**config.mk**
```make
export PLATFORM = sky130hd
export DESIGN_NAME = byte_ring_fifo_core
export DESIGN_NICKNAME = d
export VERILOG_FILES = /design/src/sv/brf_pkg.sv /design/src/sv/brf_ctrl.sv /design/src/sv/brf_dp.sv /design/src/sv/byte_ring_fifo_core.sv
export VERILOG_INCLUDE_DIRS = /design/src /design/src/sv
export SDC_FILE = /design/constraint.sdc
export NUM_CORES = 2
export LEC_CHECK = 0
export BUFFER_PORTS_ARGS = -buffer_cell sky130_fd_sc_hd__buf_4
export CORE_MARGIN = 5
export CORE_UTILIZATION = 45
export DETAILED_ROUTE_END_ITERATION = 10
export SLEW_MARGIN = 20
export SYNTH_ARGS = -nofsm -noshare
export SYNTH_HDL_FRONTEND = slang
export SYNTH_SLANG_ARGS = --single-unit
```
**constraint.sdc**
```tcl
create_clock -name clk_i -period 4.6 [get_ports clk_i]
set_input_delay 0.69 -clock clk_i [delete_from_list [all_inputs] [get_ports clk_i]]
set_output_delay 0.69 -clock clk_i [all_outputs]
set_load 0.005 [all_outputs]
```
**src/sv/byte_ring_fifo_core_assert.svh**
```systemverilog
// Assertion macros for the byte ring FIFO.
// Expects clk_i and rst_ni in the scope of use.
`ifndef BYTE_RING_FIFO_CORE_ASSERT_SVH
`define BYTE_RING_FIFO_CORE_ASSERT_SVH

// Same-cycle implication, checked out of reset
`define BRF_ASSERT_NOW(label, ante, cons, msg) \
  label: assert property (@(posedge clk_i) disable iff (!rst_ni) (ante) |-> (cons)) \
    else $error(msg);

// Next-cycle implication, checked out of reset
`define BRF_ASSERT_NEXT(label, ante, cons, msg) \
  label: assert property (@(posedge clk_i) disable iff (!rst_ni) (ante) |=> (cons)) \
    else $error(msg);

`endif

```
**src/sv/brf_pkg.sv**
```systemverilog
// Shared types, constants and helpers for the byte ring FIFO.
// No dependencies.
package brf_pkg;

  localparam int unsigned DEPTH = 256;
  localparam int unsigned PTR_W = $clog2(DEPTH);
  localparam int unsigned CNT_W = 9;

  typedef enum logic [1:0] {
    FUNC_WRITE = 2'd0,
    FUNC_READ  = 2'd1,
    FUNC_FLUSH = 2'd2
  } func_e;

  typedef enum logic {
    ST_IDLE,
    ST_EXEC
  } state_e;

  typedef struct packed {
    func_e      func;
    logic [7:0] wdata;
  } in_item_t;

  typedef struct packed {
    logic             ok;
    logic [7:0]       rdata;
    logic [CNT_W-1:0] fill_count;
    logic             is_full;
  } out_item_t;

  typedef struct packed {
    logic capture;  // latch the accepted operation
    logic execute;  // perform it and load the result register
  } brf_cmd_t;

  // Step a pointer, wrapping to zero at the capacity
  function automatic logic [PTR_W-1:0] ptr_advance(input logic [PTR_W-1:0] ptr,
                                                   input logic [CNT_W-1:0] cap);
    logic [PTR_W:0] nxt;
    nxt = {1'b0, ptr} + (PTR_W+1)'(1);
    if (CNT_W'(nxt) >= cap) begin
      ptr_advance = '0;
    end else begin
      ptr_advance = nxt[PTR_W-1:0];
    end
  endfunction

endpackage

```
**src/sv/brf_ctrl.sv**
```systemverilog
// Controller for the byte ring FIFO: operation sequencing and result valid.
// Depends on brf_pkg.
module brf_ctrl (
  input  logic           clk_i,
  input  logic           rst_ni,
  input  logic           in_valid_i,
  output logic           in_ready_o,
  output logic           out_valid_o,
  input  logic           out_ready_i,
  output brf_pkg::brf_cmd_t cmd_o
);
  import brf_pkg::*;

  state_e state_q, state_d;
  logic   out_valid_q, out_valid_d;
  logic   exec_go;

  // Result register is free when empty or being drained this cycle
  assign exec_go = (state_q == ST_EXEC) && (!out_valid_q || out_ready_i);

  always_comb begin
    state_d = state_q;
    unique case (state_q)
      ST_IDLE: begin
        if (in_valid_i) state_d = ST_EXEC;
      end
      ST_EXEC: begin
        if (exec_go) state_d = ST_IDLE;
      end
      default: state_d = ST_IDLE;
    endcase
  end

  always_comb begin
    in_ready_o    = (state_q == ST_IDLE);
    cmd_o.capture = in_valid_i && (state_q == ST_IDLE);
    cmd_o.execute = exec_go;
    if (exec_go) begin
      out_valid_d = 1'b1;
    end else if (out_ready_i) begin
      out_valid_d = 1'b0;
    end else begin
      out_valid_d = out_valid_q;
    end
  end

  assign out_valid_o = out_valid_q;

  always_ff @(posedge clk_i or negedge rst_ni) begin
    if (!rst_ni) begin
      state_q     <= ST_IDLE;
      out_valid_q <= 1'b0;
    end else begin
      state_q     <= state_d;
      out_valid_q <= out_valid_d;
    end
  end

endmodule

```
**src/sv/brf_dp.sv**
```systemverilog
// Datapath for the byte ring FIFO: store, pointers, count, capacity, result.
// Depends on brf_pkg.
module brf_dp (
  input  logic                      clk_i,
  input  logic                      rst_ni,
  input  brf_pkg::brf_cmd_t         cmd_i,
  input  brf_pkg::in_item_t         in_item_i,
  input  logic                      cfg_we_i,
  input  logic [brf_pkg::CNT_W-1:0] cfg_wdata_i,
  output brf_pkg::out_item_t        out_item_o
);
  import brf_pkg::*;

  logic [7:0]       mem [DEPTH];
  logic [7:0]       mem_rdata_q;
  logic             mem_we;

  in_item_t         op_q;
  out_item_t        out_q, out_d;
  logic [PTR_W-1:0] wr_ptr_q, wr_ptr_d;
  logic [PTR_W-1:0] rd_ptr_q, rd_ptr_d;
  logic [CNT_W-1:0] count_q, count_d;
  logic [CNT_W-1:0] cap_q, cap_d;
  logic             can_write, can_read, ok;

  // Saturate the programmed capacity at the store depth
  assign cap_d = (cfg_wdata_i > CNT_W'(DEPTH)) ? CNT_W'(DEPTH) : cfg_wdata_i;

  assign can_write = (cap_q != '0) && (count_q < cap_q);
  assign can_read  = (cap_q != '0) && (count_q != '0);

  always_comb begin
    wr_ptr_d = wr_ptr_q;
    rd_ptr_d = rd_ptr_q;
    count_d  = count_q;
    ok       = 1'b0;
    mem_we   = 1'b0;
    unique case (op_q.func)
      FUNC_WRITE: begin
        if (can_write) begin
          ok       = 1'b1;
          mem_we   = cmd_i.execute;
          wr_ptr_d = ptr_advance(wr_ptr_q, cap_q);
          count_d  = count_q + CNT_W'(1);
        end
      end
      FUNC_READ: begin
        if (can_read) begin
          ok       = 1'b1;
          rd_ptr_d = ptr_advance(rd_ptr_q, cap_q);
          count_d  = count_q - CNT_W'(1);
        end
      end
      FUNC_FLUSH: begin
        ok       = 1'b1;
        wr_ptr_d = '0;
        rd_ptr_d = '0;
        count_d  = '0;
      end
      default: ok = 1'b0;
    endcase

    out_d.ok         = ok;
    out_d.rdata      = (ok && op_q.func == FUNC_READ) ? mem_rdata_q : 8'd0;
    out_d.fill_count = count_d;
    out_d.is_full    = (count_d >= cap_q);
  end

  // Read port follows the read pointer, so the head byte is ready at execute
  always_ff @(posedge clk_i) begin
    if (mem_we) mem[wr_ptr_q] <= op_q.wdata;
    mem_rdata_q <= mem[rd_ptr_q];
  end

  always_ff @(posedge clk_i or negedge rst_ni) begin
    if (!rst_ni) begin
      wr_ptr_q <= '0;
      rd_ptr_q <= '0;
      count_q  <= '0;
      cap_q    <= CNT_W'(DEPTH);
    end else begin
      if (cfg_we_i) cap_q <= cap_d;
      if (cmd_i.execute) begin
        wr_ptr_q <= wr_ptr_d;
        rd_ptr_q <= rd_ptr_d;
        count_q  <= count_d;
      end
    end
  end

  always_ff @(posedge clk_i) begin
    if (cmd_i.capture) op_q  <= in_item_i;
    if (cmd_i.execute) out_q <= out_d;
  end

  assign out_item_o = out_q;

endmodule

```
**src/sv/byte_ring_fifo_core.sv**
```systemverilog
// Top level of the byte ring FIFO: controller plus datapath.
// Depends on brf_pkg, brf_ctrl, brf_dp and byte_ring_fifo_core_assert.svh.
//
//   channel   signals                       transfer when
//   -------   ---------------------------   -------------------------
//   in        in_valid_i/in_ready_o/item    in_valid_i && in_ready_o
//   out       out_valid_o/out_ready_i/item  out_valid_o && out_ready_i
//   cfg       cfg_we_i/cfg_wdata_i          cfg_we_i (capacity, no wait)
//
// Each transfer is taken in the idle state; the execute state then executes
// it and loads the result register. The store has one write and one read port;
// the read port tracks the read pointer, so the head byte is already registered.
// A held result stalls execute until it drains; a new transfer can be taken
// while the previous result still waits. Reset clears pointers and count and
// sets the capacity to the full depth; the store itself is not cleared.
module byte_ring_fifo_core (
  input  logic                      clk_i,
  input  logic                      rst_ni,
  input  logic                      in_valid_i,
  output logic                      in_ready_o,
  input  brf_pkg::in_item_t         in_item_i,
  output logic                      out_valid_o,
  input  logic                      out_ready_i,
  output brf_pkg::out_item_t        out_item_o,
  input  logic                      cfg_we_i,
  input  logic [brf_pkg::CNT_W-1:0] cfg_wdata_i
);
  import brf_pkg::*;

  `include "byte_ring_fifo_core_assert.svh"

  brf_cmd_t cmd;

  // Sequence each operation: take, execute, hold result
  brf_ctrl u_ctrl (
    .clk_i       (clk_i),
    .rst_ni      (rst_ni),
    .in_valid_i  (in_valid_i),
    .in_ready_o  (in_ready_o),
    .out_valid_o (out_valid_o),
    .out_ready_i (out_ready_i),
    .cmd_o       (cmd)
  );

  // Store, pointers, fill count and the result register
  brf_dp u_dp (
    .clk_i       (clk_i),
    .rst_ni      (rst_ni),
    .cmd_i       (cmd),
    .in_item_i   (in_item_i),
    .cfg_we_i    (cfg_we_i),
    .cfg_wdata_i (cfg_wdata_i),
    .out_item_o  (out_item_o)
  );

  // One operation in flight: no transfer in the cycle after one is taken
  `BRF_ASSERT_NEXT(a_one_in_flight, in_valid_i && in_ready_o, !in_ready_o,
                   "input taken while an operation is in flight")

  // Execute always leaves a result waiting
  `BRF_ASSERT_NEXT(a_exec_loads, cmd.execute, out_valid_o,
                   "execute did not present a result")

  // A refused operation returns no data, and the count never exceeds the depth
  `BRF_ASSERT_NOW(a_result_sane, out_valid_o,
                  (out_item_o.ok || out_item_o.rdata == 8'd0) &&
                  (out_item_o.fill_count <= CNT_W'(DEPTH)),
                  "inconsistent result item")

endmodule
```
==> impl_results.md <==
* Unrepaired setup endpoints after global routing: false
* Worst vdd ir at 0.0005091 V
* Clk Latency, worst-skew pair at 860 ps
* Crit share post-route at 91.10%
* Residual DRC at 0
* Switch share at 27.74%
* Register share of total power at 45.3%
* Worst EP required at 5180 ps
* Starting Density at 45.21%
* Internal power at 35.82 mW
* Critical path class: register to register
* Largest net degree at the start of global routing at 219
* Syn Area/Cell at 19.57 um^2
* Num CTS Buffers at 208
* First-pass GRT wire length at 332000 um
* Worst-path clk slew at 60 ps
* Num ports at 45
* Most frequent CP cell: a21o_1
* Post-synth top area cell: edfxtp_1
* Max Cap Violations at 0
* Most common cell after layout, fill and taps aside: edfxtp_1
* Max Freq at 238.6 MHz
* CTS H-tree depth at 4
* Layout net count at 4714
* Worst path bufs/invs at 1
* WL/cell at 31.80 um
* CTS sink count at 2121
* Worst min path class: primary input to register
* Worst setup SP type: register
* Final WS setup at 409.3 ps
* Die X-Extent at 441.6 um
* Clock Power Share at 34.2%
* Power Dens Cells at 517.0 nW/um^2
* Switching power at 13.75 mW
* Cell variety after synth at 81
* CTS tree: done
* Cells after synthesis at 4285
* Longest Clk Path Bufs at 3
* FF+latch count, synth at 2121
* Site Rows at 158
* CP max stage delay at 510 ps
* Crit-path cells: inv_1 > ha_1 > and4_1 > a21o_1 > a211o_1 > a211oi_1 > o21ai_0 > a21oi_1 > a31oi_1 > ha_1 > nand2b_1 > a21o_1 > a21o_1 > a21o_1 > a211o_1 > a21oi_1 > o21ai_0
* Setup TNS at 0 ps
* EDFF count, synth at 2077
* Count of input and output buffers at 44
* Setup violators final at 0
* Area grow syn2layout at 14.37%
* Slew Limit Fails at 0
* Total GRT Usage at 23.50%
* Initial DRC count at 5222
* Core area at 185400 um^2
* Setup crit end kind: register
* First-pass iteration count of the detailed router at 6
* YS warnings at 0
* Post-synth top flop: edfxtp_1
* Mapped Area at 83840 um^2
* Slowest-stage cell, CP: dfstp_2
* Initial antenna violation count at 9
* Crit path DAT at 4770 ps
* Seq/Total Area, Yosys at 75.66%
* Vias in the first global route at 44290
* GPL Wtd Cong at 0.8847
* Top post-synthesis cells by area: edfxtp_1 (74%), mux4_2 (11%), mux2i_1 (3.1%)
* Asr flop ratio synth at 1.697%
* Routed Antenna Nets at 0
* Syn_nets at 4352
* Full die area at 195000 um^2
* Total leakage power at 30.21 nW
* Clock skew at 35.18 ps
* Max Fanout on Critical Path at 6
* Grt ovf at 0
* Combinational share of power at 20.5%
* Area share of the largest cell type after synthesis at 74.39%
* Post-layout min period at 4191 ps
* Worst slew margin at 17.30%
* Final hold vios at 0
* Share of post-route cells with drive strength above 1 at 23.75%
* Most frequent cells in the layout: edfxtp_1 (2077), mux4_2 (394), buf_4 (373)
* Post-detail-place hpwl at 139700 um
* Post-DR vias/cell at 6.080
* DR vias at 44430
* Detailed-route wire length at 232400 um
* DIE HEIGHT at 441.6 um
* Status: complete, no violations
* Worst slack at placement at 479.2 ps
* Clock root cell: clkbuf_16
* Worst slew pin tran at 1240 ps
* CP top delay family: compound AO/OA/AOI/OAI gates
==> layer usage <==
layer  wire (um)  global-route usage [%]
met1       94000                   33.33
met2      108100                   35.93
met3       20850                   5.029
met4        9440                   9.222
met5           0                       0
==> final cells by class <==
class / instances / area [um^2]
clock buffer: 254 / 5399
clock inverter: 131 / 1331
fill: 14880 / 89550
multi-input combinational: 1873 / 18930
sequential: 2121 / 63450
antenna: 5 / 12.51
timing repair buffer: 416 / 3557
tap: 2480 / 3103
inverter: 27 / 103.9
==> kinds of logic after synthesis <==
family	after synthesis	synth area share, %
adders and majority gates	43	0.6417
and+or+nand+nor	605	3.224
buffers and inverters	291	1.895
AOI/OAI and AO/OA	539	4.489
muxes	672	13.94
DFF	2121	75.66
xor gates and xnor gates	14	0.1463
==> power groups by stage <==
stage | Sequential (mW) | Clock, mW | Combinational [mW]
finish | 22.5 | 16.9 | 10.2
global placement | 22.9 | 0 | 10.1
CTS | 22.5 | 17.2 | 10.2
detailed placement | 22.9 | 0 | 10.2
global route | 22.5 | 18.0 | 10.7
floorplan | 23.2 | 0 | 6.33
==> Yosys cell counts (13+ instances only) <==
cell type / count
a211oi_1: 38
a21o_1: 16
a21oi_1: 91
a221oi_1: 54
a22o_1: 29
a22oi_1: 51
a31oi_1: 13
and2_1: 13
buf_1: 15
buf_2: 68
buf_4: 13
buf_6: 25
clkbuf_1: 129
dfrtp_1: 35
edfxtp_1: 2077
ha_1: 43
inv_1: 22
mux2_2: 15
mux2i_1: 262
mux4_2: 394
nand2_1: 128
nand2b_1: 18
nand3_1: 29
nand4_1: 20
nor2_1: 305
nor2b_1: 15
nor3_1: 26
o21ai_0: 77
o221ai_1: 39
o22ai_1: 53
==> what timing repair did <==
item	in CTS	in global routing
setup endpoints to repair	0	0
gates resized for setup	0	0
hold buffers	11	0
setup buffers	0	0
hold endpoints to repair	45	0
==> metrics by stage <==
step                      hold slack (ps)  utilization (%)  instance area, um^2  std cells  total power, mW
final                               97.79            51.71                95890       7307            49.57
after global routing                82.24            51.70                95870       7302            51.21
after CTS                           38.69            51.67                95810       7300            49.84
after detailed placement            496.6            47.98                88970       6904            33.06
after global placement              497.6            47.97                88950       6903            33.01
after floorplan                     394.4                -                83840       4285            29.50
==> worst reg2reg max path, cell delays in order, from the launching register on <==
cell	delay [ps]
dfstp_2	510
inv_1	120
ha_1	340
and4_1	220
a21o_1	170
a211o_1	360
a211oi_1	280
o21ai_0	150
a21oi_1	220
a31oi_1	70
ha_1	290
nand2b_1	140
a21o_1	200
a21o_1	180
a21o_1	170
a211o_1	280
a21oi_1	140
o21ai_0	100
==> sequential cells by signal, summed over array words and instances (netlist names) <==
register / flops
u_dp.mem_rdata_q: 8
u_dp.count_q: 9
u_dp.cap_q: 9
u_dp.op_q: 10
u_ctrl.out_valid_o: 1
u_ctrl.state_q: 1
u_dp.wr_ptr_q: 8
u_dp.mem: 2048
u_dp.out_item_o: 19
u_dp.rd_ptr_q: 8
==> worst paths after layout <==
| check | start | to | slack (ps) | cells after the start |
|---|---|---|---|---|
| setup / recovery | u_dp.cap_q[8] | u_dp.out_item_o[0] | 410 | 17 |
| hold / removal | cfg_wdata_i[0] | u_dp.cap_q[0] | 100 | 3 |
| setup reg to reg | u_dp.cap_q[8] | u_dp.out_item_o[0] | 410 | 17 |
| hold reg to reg | u_dp.mem_rdata_q[4] | u_dp.out_item_o[14] | 500 | 1 |
| max in group asynchronous | rst_ni | u_dp.rd_ptr_q[1] | 3820 | 2 |
| min in group asynchronous | rst_ni | u_ctrl.out_valid_o | 380 | 2 |
Note: power is estimated with default switching activity, not from simulation.
